===== config.mk =====
export PLATFORM = sky130hd
export DESIGN_NAME = lwf_front
export DESIGN_NICKNAME = d
export VERILOG_FILES = /design/src/lwf_pkg.sv /design/src/lwf_front.sv
export SDC_FILE = /design/constraint.sdc
export NUM_CORES = 1
export LEC_CHECK = 0
export ABC_AREA = 1
export BUFFER_PORTS_ARGS = -buffer_cell sky130_fd_sc_hd__buf_4
export CAP_MARGIN = 40
export CORE_MARGIN = 2
export CORE_UTILIZATION = 50
export CTS_BUF_LIST = sky130_fd_sc_hd__clkbuf_16
export CTS_CLUSTER_SIZE = 8
export DETAILED_ROUTE_END_ITERATION = 7
export GPL_TIMING_DRIVEN = 0
export PLACE_DENSITY = 0.71
export SLEW_MARGIN = 15
export SYNTH_ARGS = -nofsm -noshare
export SYNTH_HDL_FRONTEND = slang
export SYNTH_SLANG_ARGS = --single-unit

===== constraint.sdc =====
create_clock -name clk -period 9.7 [get_ports clk]
set_clock_uncertainty 0.2 [all_clocks]
set_input_delay 1.94 -clock clk [delete_from_list [all_inputs] [get_ports clk]]
set_output_delay 1.94 -clock clk [all_outputs]
set_load 0.1 [all_outputs]

===== src/lwf_pkg.sv =====
// lwf_pkg: shared types, constants and the angle-factor table
// for the lidar wall-follow pid block; no dependencies
package lwf_pkg;

  typedef struct packed {
    logic [15:0] range_mm;
    logic [9:0]  sample_index;
    logic        last_of_scan;
    logic [19:0] elapsed_us;
  } in_item_t;

  typedef struct packed {
    logic [15:0]        speed_cmd;
    logic signed [15:0] steer_cmd;
  } out_item_t;

  typedef struct packed {
    logic [15:0] wall_distance;
    logic [14:0] steer_limit;
    logic [15:0] gain_p;
    logic [15:0] gain_i;
    logic [15:0] gain_d;
    logic [15:0] stop_distance;
    logic [15:0] safe_distance;
    logic [15:0] speed_max;
  } cfg_t;

  // one finished scan handed from front to back
  typedef struct packed {
    logic [15:0] front_min;
    logic [15:0] left_min;
    logic [15:0] right_min;
    logic [19:0] elapsed_us;
  } job_t;

  localparam logic [2:0] REG_WALL_DIST  = 3'd0;
  localparam logic [2:0] REG_STEER_LIM  = 3'd1;
  localparam logic [2:0] REG_GAIN_P     = 3'd2;
  localparam logic [2:0] REG_GAIN_I     = 3'd3;
  localparam logic [2:0] REG_GAIN_D     = 3'd4;
  localparam logic [2:0] REG_STOP_DIST  = 3'd5;
  localparam logic [2:0] REG_SAFE_DIST  = 3'd6;
  localparam logic [2:0] REG_SPEED_MAX  = 3'd7;

  localparam logic [9:0]  FRONT_LO  = 10'd520;
  localparam logic [9:0]  FRONT_HI  = 10'd600;
  localparam logic [9:0]  LEFT_LO   = 10'd420;
  localparam logic [9:0]  LEFT_HI   = 10'd480;
  localparam logic [9:0]  RIGHT_LO  = 10'd600;
  localparam logic [9:0]  RIGHT_HI  = 10'd660;
  localparam logic [15:0] RANGE_MAX = 16'hFFFF;
  localparam logic [15:0] MIN_SPEED = 16'd3277;
  localparam logic [15:0] TOP_SPEED = 16'd32768;
  localparam logic [16:0] ONE_Q16   = 17'd65536;

  localparam int DIV_NUM_W = 58;
  localparam int DIV_DEN_W = 30;

  // reciprocals for the constant divisions, exact floor over the operand range
  // integral step: (e*dt*2^11 + 976562) / 1953125, via ceil(2^68 / 1953125)
  localparam logic [47:0] RCP_1E9  = 48'd151115727451829;
  localparam logic [47:0] RND_1E9  = 48'd976562;
  // p term: (gain_p*e*8 + 62) / 125, via ceil(2^42 / 125)
  localparam logic [47:0] RCP_1000 = 48'd35184372089;
  localparam logic [47:0] RND_1000 = 48'd62;

  // 1 - x^3.9 in q1.16 at steps of 1/32
  function automatic logic [16:0] angle_tab(input logic [5:0] i);
    logic [16:0] v;
    case (i)
      6'd0: v = 17'd65536;   6'd1: v = 17'd65536;
      6'd2: v = 17'd65535;   6'd3: v = 17'd65530;
      6'd4: v = 17'd65516;   6'd5: v = 17'd65489;
      6'd6: v = 17'd65440;   6'd7: v = 17'd65361;
      6'd8: v = 17'd65242;   6'd9: v = 17'd65070;
      6'd10: v = 17'd64834;  6'd11: v = 17'd64518;
      6'd12: v = 17'd64106;  6'd13: v = 17'd63583;
      6'd14: v = 17'd62928;  6'd15: v = 17'd62123;
      6'd16: v = 17'd61146;  6'd17: v = 17'd59975;
      6'd18: v = 17'd58586;  6'd19: v = 17'd56955;
      6'd20: v = 17'd55055;  6'd21: v = 17'd52858;
      6'd22: v = 17'd50336;  6'd23: v = 17'd47459;
      6'd24: v = 17'd44195;  6'd25: v = 17'd40512;
      6'd26: v = 17'd36376;  6'd27: v = 17'd31752;
      6'd28: v = 17'd26604;  6'd29: v = 17'd20894;
      6'd30: v = 17'd14583;  6'd31: v = 17'd7632;
      default: v = 17'd0;
    endcase
    return v;
  endfunction

endpackage


===== src/lwf_front.sv =====
// lwf_front: sector minimum tracking and a two-entry scan queue
// depends on lwf_pkg
module lwf_front import lwf_pkg::*; (
  input  logic     clk,
  input  logic     rst_n,
  input  logic     in_valid,
  output logic     in_ready,
  input  in_item_t in_data,
  output logic     job_valid,
  input  logic     job_ready,
  output job_t     job_data
);

  logic [15:0] front_min_r, left_min_r, right_min_r;
  logic [15:0] front_fold, left_fold, right_fold;
  job_t        q_r [2];
  logic        wr_ptr_r, rd_ptr_r;
  logic [1:0]  cnt_r;
  logic        in_fire, push, pop;
  logic        in_front, in_left, in_right;

  assign in_ready  = (cnt_r != 2'd2);
  assign in_fire   = in_valid & in_ready;
  assign push      = in_fire & in_data.last_of_scan;
  assign pop       = job_valid & job_ready;
  assign job_valid = (cnt_r != 2'd0);
  assign job_data  = q_r[rd_ptr_r];

  assign in_front = (in_data.sample_index >= FRONT_LO) && (in_data.sample_index < FRONT_HI);
  assign in_left  = (in_data.sample_index >= LEFT_LO) && (in_data.sample_index < LEFT_HI);
  assign in_right = (in_data.sample_index >= RIGHT_LO) && (in_data.sample_index < RIGHT_HI);

  always_comb begin
    front_fold = (in_front && in_data.range_mm < front_min_r) ? in_data.range_mm : front_min_r;
    left_fold  = (in_left && in_data.range_mm < left_min_r) ? in_data.range_mm : left_min_r;
    right_fold = (in_right && in_data.range_mm < right_min_r) ? in_data.range_mm : right_min_r;
  end

  always_ff @(posedge clk) begin
    if (!rst_n) begin
      front_min_r <= RANGE_MAX;
      left_min_r  <= RANGE_MAX;
      right_min_r <= RANGE_MAX;
      wr_ptr_r    <= 1'b0;
      rd_ptr_r    <= 1'b0;
      cnt_r       <= 2'd0;
    end else begin
      if (in_fire) begin
        if (in_data.last_of_scan) begin
          front_min_r <= RANGE_MAX;
          left_min_r  <= RANGE_MAX;
          right_min_r <= RANGE_MAX;
        end else begin
          front_min_r <= front_fold;
          left_min_r  <= left_fold;
          right_min_r <= right_fold;
        end
      end
      if (push) wr_ptr_r <= ~wr_ptr_r;
      if (pop) rd_ptr_r <= ~rd_ptr_r;
      case ({push, pop})
        2'b10:   cnt_r <= cnt_r + 2'd1;
        2'b01:   cnt_r <= cnt_r - 2'd1;
        default: cnt_r <= cnt_r;
      endcase
    end
  end

  // queue payload, no reset
  always_ff @(posedge clk) begin
    if (push) begin
      q_r[wr_ptr_r] <= '{front_min: front_fold, left_min: left_fold,
                        right_min: right_fold, elapsed_us: in_data.elapsed_us};
    end
  end

  a_cnt_bound: assert property (@(posedge clk) disable iff (!rst_n) cnt_r <= 2'd2)
    else $error("scan queue over-filled");
  a_no_pop_empty: assert property (@(posedge clk) disable iff (!rst_n)
    pop |-> cnt_r != 2'd0) else $error("pop from empty scan queue");
  a_min_cleared: assert property (@(posedge clk) disable iff (!rst_n)
    push |=> (front_min_r == RANGE_MAX && left_min_r == RANGE_MAX))
    else $error("sector minima not cleared after last sample");

endmodule


# Yosys cells after proc, flatten, opt, wreduce, memory -nomap -nowiden
# Memory sizes are Yosys's and may differ from the RTL's. A register that Yosys moved wholly into a read port is not among the register bits.
# Index checks and enable logic that the tools add are counted.
# classes
n_addsub	2
n_mul	0
n_div	0
n_lt_le_gt_ge	9
eq_ne	3
shift	0
mux	11
bitwise	5
reduce_logical	8
# op_table
op	count
$mux 16	6
$lt 16x16->1	3
$ge 10x10->1 const B	2
$lt 10x10->1 const B	2
$ge 10x9->1 const B	1
$lt 10x9->1 const B	1
$logic_and 1x1->1	6
$mux 1	4
$pmux 2 s2	1
$reduce_bool 2->1	2
$and 1x1->1	3
$add 2x1->2 const B	1
$eq 2x1->1 const B	1
$eq 2x2->1 const B	1
$ne 2x2->1 const B	1
$not 1->1	2
$sub 2x1->2 const B	1
# word_totals
reg_bits	52
latch_bits	0
mem_bits_rw	136
romBits	0
inputBits	51
out_inout_bits	70
word_cells	45
memories	1
# mem_list
name	depth	word_bits	read_ports	rd_ports_with_merged_regs	write_ports	line_no	text
q_r	2	68	1	1	1	lwf_front.sv:16	job_t q_r [2];

# Longest topological paths before layout
# Gate-level depths: netlist of the first run.
# depth
word_depth	5
ltp_mapped	14
ltp_nobuf	13

# Worst setup path before layout of the first run
# No wires, ideal clock.
# synth_timing
kind	input -> register
start	input port in_valid
end	memory q_r[0][0] (netlist bit) (enable)
setup_time_ns	0.494
t_arrival_ns	5.092
required_ns	9.006
setup_slack_ns	3.913
cell_stages	4
n_path_buf	0
path_cell_list	nand2_1 -> inv_2 -> nand2_2 -> nor2_1
# synth_via
elab_chain_len	4
# synth_lines
item	line_no	text
start, declared	lwf_front.sv:6	input logic in_valid,
$and 1x1->1	lwf_front.sv:23	assign in_fire = in_valid & in_ready;
$and 1x1->1	lwf_front.sv:24	assign push = in_fire & in_data.last_of_scan;
$mux 1	lwf_front.sv:71	if (push) begin
$mux 1 (implied by the code)	lwf_front.sv:72	q_r[wr_ptr_r] <= '{front_min: front_fold, left_min: left_fold,
end, declared	lwf_front.sv:16	
# Every way passes these cells.

==> results of run 1 <==
## flip-flops by register name, summed over array words and instances, names as in the netlist, named ones only
name	cells
front_min_r	16
left_min_r	16
cnt_r	2
right_min_r	16
wr_ptr_r	1
q_r	136
rd_ptr_r	1
## logic make-up after synthesis
family | share of synthesized area (%)
compound gates | 4.38
flops | 56.6
mux | 8.42
fa+ha+maj | 6.33
buf+inv | 6.03
simple gates | 18.3
## final timing paths
path                                 from                    end  slack [ns]  cells after the start
max                             flip-flop           job_data[49]        5.02                      5
min                 rd_ptr_r$_SDFFE_PN0P_  rd_ptr_r$_SDFFE_PN0P_        0.26                      1
max reg2reg  front_min_r[15]$_SDFFE_PN1P_   q_r[1][59]$_DFFE_PP_        7.24                     12
min reg2reg         rd_ptr_r$_SDFFE_PN0P_  rd_ptr_r$_SDFFE_PN0P_        0.26                      1
## layout by cell type (no fill, tap or decap), types with 21 or more instances in the layout
master and n:
edfxtp_1 136, inv_1 93, nor2_1 21, mux2_2 68
dfxtp_1 53, nand3_1 103, and2_1 48, nand2_1 164
a21oi_1 65, buf_4 124, ha_1 46
## worst max-delay path, stage by stage (launching register included)
cell,delay (ns)
dfxtp_1,0.31
clkbuf_1,0.46
buf_2,0.36
buf_2,0.34
mux2_2,0.39
buf_4,0.24
## metrics by stage
stage	hold WS (ns)	setup WS (ns)	utilization, %
floorplan	0.225	3.91	-
global placement	0.235	2.00	57.3
detailed placement	0.250	5.48	58.2
CTS	0.259	5.00	61.7
global route	0.281	4.92	61.7
finish	0.255	5.02	61.7
## metal layers
layer | track usage (%) | up-vias | wire (µm)
li1 | - | 3240 | -
met4 | 7.28 | 0 | 451
met3 | 4.83 | 28 | 1240
met2 | 35.9 | 221 | 9830
met1 | 29.0 | 3079 | 9150
met5 | 0 | - | 0
## cell type report
cell class | count | area (µm²)
Fill cell | 1478 | 6870
Tap cell | 229 | 287
Buffer | 32 | 191
Timing Repair Buffer | 124 | 1020
Clock buffer | 17 | 425
Multi-Input combinational cell | 549 | 3410
Sequential cell | 189 | 5140
Inverter | 95 | 357
Clock inverter | 15 | 196
## power by group through the flow
stage               Clock [mW]  Combinational [mW]  Sequential, mW
finish                   0.740               0.627           0.935
CTS                      0.750               0.629           0.935
global placement             0               0.610           0.955
detailed placement           0               0.627           0.953
global route             0.786               0.667           0.939
floorplan                    0               0.482           0.952
==> results.sh, run 1 <==
export IMPL_yosys_area_top_type_share_pct=44.9
export IMPL_die_height_um=139
export IMPL_final_cells=1250
export IMPL_drtAntennaViolNets=0
export IMPL_status="finished clean"
export IMPL_rsz0062_at_grt="no"
export IMPL_placed_cells=1218
export IMPL_floorplan_initialDensity_pct=50.8
export IMPL_cts_resized=0
export IMPL_worstHoldPathType="flip-flop to flip-flop"
export IMPL_clk_pin_slew_ns=0.06
export IMPL_diodes=0
export IMPL_initialDrtViolationCount=479
export IMPL_seqPwrFrac_pct=40.6
export IMPL_min_period_ns=4.68
export IMPL_power_share_clock_pct=32.1
export IMPL_post_cts_setup_buffer_count=0
export IMPL_place_gp_congestion=0.889
export IMPL_synth_async_reset_ratio_pct=0
export IMPL_yosysUniqueCellTypes=26
export IMPL_yosys_cell_count_top_type="nand2_1"
export IMPL_drc=0
export IMPL_dieArea_um2=19300
export IMPL_ctsRootBufferMaster="clkbuf_16"
export IMPL_drt_total_wl_um=20700
export IMPL_hold_buffers=0
export IMPL_drv_cap=0
export IMPL_max_slew_margin_pct=59.1
export IMPL_setup_tns_ns=0
export IMPL_wl_per_cell_um=16.5
export IMPL_place_hpwl_um=15100
export IMPL_dr_total_vias=6568
export IMPL_drtPass1Iterations=5
export IMPL_p_leak_nw=4.70
export IMPL_worstMarginPinSlew_ns=0.613
export IMPL_synth_fp_nets=962
export IMPL_hold_violations=0
export IMPL_synth_top_cells_by_count="nand2_1, edfxtp_1, nand3_1, inv_1, mux2_2"
export IMPL_port_buffers=118
export IMPL_synth_area_leaders="edfxtp_1, dfxtp_1, mux2_2, nand2_1, ha_1"
export IMPL_power_frac_comb_pct=27.2
export IMPL_ys_flop_type="edfxtp_1"
export IMPL_switching_share_pct=33.9
export IMPL_track_usage_pct=21.9
export IMPL_grt_max_degree=26
export IMPL_std_cell_rows=49
export IMPL_ir_drop_mv=0.134
export IMPL_yosys_area_top_type="edfxtp_1"
export IMPL_coreArea_um2=17900
export IMPL_cp_max_fo=10
export IMPL_p_switching_mw=0.780
export IMPL_die_w_um=139
export IMPL_p_per_area_nw_per_um2=209
export IMPL_avgSynthCellArea_um2=10.5
export IMPL_ys_ff_latch=189
export IMPL_ys_warn_count=0
export IMPL_p_int_mw=1.52
export IMPL_start_kind="flip-flop"
export IMPL_fin_nets=1105
export IMPL_finalCritPeriodShare_pct=48.3
export IMPL_cts_buffer_depth=2
export IMPL_cp_data_arrival_time_ns=2.54
export IMPL_cts_tree="yes"
export IMPL_grt_pass1_vias=6443
export IMPL_synth_seq_area_share_pct=56.6
export IMPL_max_freq_mhz=214
export IMPL_ios=121
export IMPL_critPathKind="flip-flop to output pin"
export IMPL_stdcell_area_um2=11000
export IMPL_power_mw=2.30
export IMPL_finalSetupViolCount=0
export IMPL_area_growth_pct=21.4
export IMPL_placed_area_um2=10400
export IMPL_syn_area_um2=9090
export IMPL_synth_edf_count=136
export IMPL_cts_made_buffers=17
export IMPL_via_per_inst=5.25
export IMPL_grt_pass1_wl_um=32900
export IMPL_endpoint_kind="output pin"
export IMPL_final_layout_size_suffix_gt1_share_pct=25.2
export IMPL_clk_latency_ns=0.44
export IMPL_cts_sinks=189
export IMPL_cp_required_ns=7.56
export IMPL_slew_violations=0
export IMPL_syn_inst=865
export IMPL_antenna_found_initial=0
export IMPL_htreeDepth=4
export IMPL_overflow=0
No activity file was read; power rests on OpenSTA's default activity.
==> inputs of run 2 (changes only) <==
PLACE_DENSITY = 0.73   (was 0.71)
clock period = 4 ns   (was 9.7 ns; I/O delays follow)
==> results.sh, run 2 (synthesized netlist as in run 1, its figures left out) <==
export IMPL_status="finished clean"
export IMPL_std_cell_rows=49
export IMPL_die_height_um=139
export IMPL_top_register="q_r"
export IMPL_overflow=0
export IMPL_worstHoldPathType="flip-flop to flip-flop"
export IMPL_finalCritPeriodShare_pct=88.8
export IMPL_max_freq_mhz=282
export IMPL_hold_buffers=0
export IMPL_holdPathStages=1
export IMPL_drv_cap=0
export IMPL_place_gp_congestion=0.897
export IMPL_ios=121
export IMPL_r2r_end="q_r[1][33]$_DFFE_PP_"
export IMPL_drtAntennaViolNets=0
export IMPL_drc=0
export IMPL_place_hpwl_um=15200
export IMPL_cp_data_arrival_time_ns=2.55
export IMPL_ir_drop_mv=0.324
export IMPL_ctsRootBufferMaster="clkbuf_16"
export IMPL_rsz0062_at_grt="no"
export IMPL_worstMarginPinSlew_ns=0.670
export IMPL_slew_violations=0
export IMPL_setup_tns_ns=0
export IMPL_initialDrtViolationCount=453
export IMPL_power_mw=5.47
export IMPL_r2r_setup_slack_ns=1.53
export IMPL_cts_tree="yes"
export IMPL_cts_made_buffers=17
export IMPL_drt_total_wl_um=20700
export IMPL_fillCellCount=1499
export IMPL_clk_pin_slew_ns=0.07
export IMPL_cp_max_fo=10
export IMPL_stdcell_area_um2=11000
export IMPL_multiInputGateArea_um2=3410
export IMPL_cts_buffer_depth=2
export IMPL_p_leak_nw=4.66
export IMPL_min_from="rd_ptr_r$_SDFFE_PN0P_"
export IMPL_grt_pass1_vias=6402
export IMPL_antenna_found_initial=0
export IMPL_placed_area_um2=10400
export IMPL_endpoint_kind="output pin"
export IMPL_start_kind="flip-flop"
export IMPL_fin_hold_ws_ns=0.250
export IMPL_clk_latency_ns=0.44
export IMPL_cp_required_ns=3.00
export IMPL_coreArea_um2=17900
export IMPL_wl_per_cell_um=16.6
export IMPL_dieArea_um2=19300
export IMPL_max_slew_margin_pct=55.2
export IMPL_final_common_cell="nand2_1"
export IMPL_port_buffers=118
export IMPL_final_cells=1248
export IMPL_drtPass1Iterations=5
export IMPL_diodes=0
export IMPL_rr_worst_depth=8
export IMPL_placed_cells=1216
export IMPL_critPathKind="flip-flop to output pin"
export IMPL_largest_reg_flops=136
export IMPL_via_per_inst=5.29
export IMPL_p_per_area_nw_per_um2=499
export IMPL_regArea_um2=5140
export IMPL_track_usage_pct=21.5
export IMPL_cts_resized=0
export IMPL_area_growth_pct=20.5
export IMPL_final_cell_mix="nand2_1, edfxtp_1, buf_4"
export IMPL_fin_nets=1103
export IMPL_grt_max_degree=27
export IMPL_finalSetupViolCount=0
export IMPL_cts_sinks=189
export IMPL_dr_total_vias=6599
export IMPL_die_w_um=139
export IMPL_post_cts_setup_buffer_count=0
export IMPL_grt_pass1_wl_um=32500
export IMPL_r2r_start="cnt_r[0]$_SDFFE_PN0P_"
export IMPL_htreeDepth=4
export IMPL_hold_violations=0
export IMPL_floorplan_initialDensity_pct=50.8
export IMPL_final_layout_size_suffix_gt1_share_pct=25.2
export IMPL_min_period_ns=3.55
## run 2: cell types whose count changed in the layout (fill, tap and decap cells not counted), sizes merged
cell / before / now
inv: 99 / 101
bufinv: 4 / 0
clkinvlp: 1 / 2
clkbuf: 24 / 27
buf: 149 / 147
clkinv: 6 / 4
## run 2: layer usage
| metal | global-route usage, % | part of all wire, % |
|---|---|---|
| met1 | 27.9 | 44 |
| met2 | 35.3 | 48 |
| met3 | 4.56 | 5.8 |
| met4 | 8.77 | 2.9 |
| met5 | 0 | 0 |
## run 2: final cells by class
| cell class | instances | share of cell area (%) |
|---|---|---|
| buffer | 32 | 1.75 |
| clock buffer | 20 | 4.57 |
| clock inverter | 12 | 0.879 |
| inverter | 95 | 3.25 |
| multi-input combinational | 549 | 31.2 |
| sequential | 189 | 47.0 |
| tap | 229 | 2.62 |
| timing repair buffer | 122 | 8.82 |
## run 2: worst max-delay path by stage
| stage | cells after the start | slack (ns) | end |
|---|---|---|---|
| after CTS | 5 | 0.46 | job_data[47] |
| after detailed placement | 5 | 0.94 | job_data[47] |
| final | 5 | 0.45 | job_data[47] |
| after global placement | 5 | -2.45 | q_r[1][30]$_DFFE_PP_ |
| after global routing | 5 | 0.37 | job_data[47] |
| after floorplan | 6 | -1.04 | q_r[0][0]$_DFFE_PP_ |
## run 2: through the flow
stage | util (%) | setup WS, ns
after floorplan | - | -1.04
after global placement | 57.3 | -2.45
after detailed placement | 57.9 | 0.938
after CTS | 61.2 | 0.459
after global routing | 61.2 | 0.373
final | 61.2 | 0.448
## run 2: where the power goes
part / total, mW / internal [mW] / switching (mW) / leakage (nW)
registers: 2.27 / 2.23 / 0.0382 / 1.61
clock network: 1.68 / 0.920 / 0.765 / 0.293
logic: 1.51 / 0.406 / 1.11 / 2.76
total: 5.47 / 3.56 / 1.91 / 4.66
## run 2: critical path, stage by stage, from the launching register on
cell      delay [ns]
dfxtp_1         0.31
clkbuf_1        0.48
buf_2           0.37
buf_2           0.33
mux2_2          0.38
buf_4           0.23
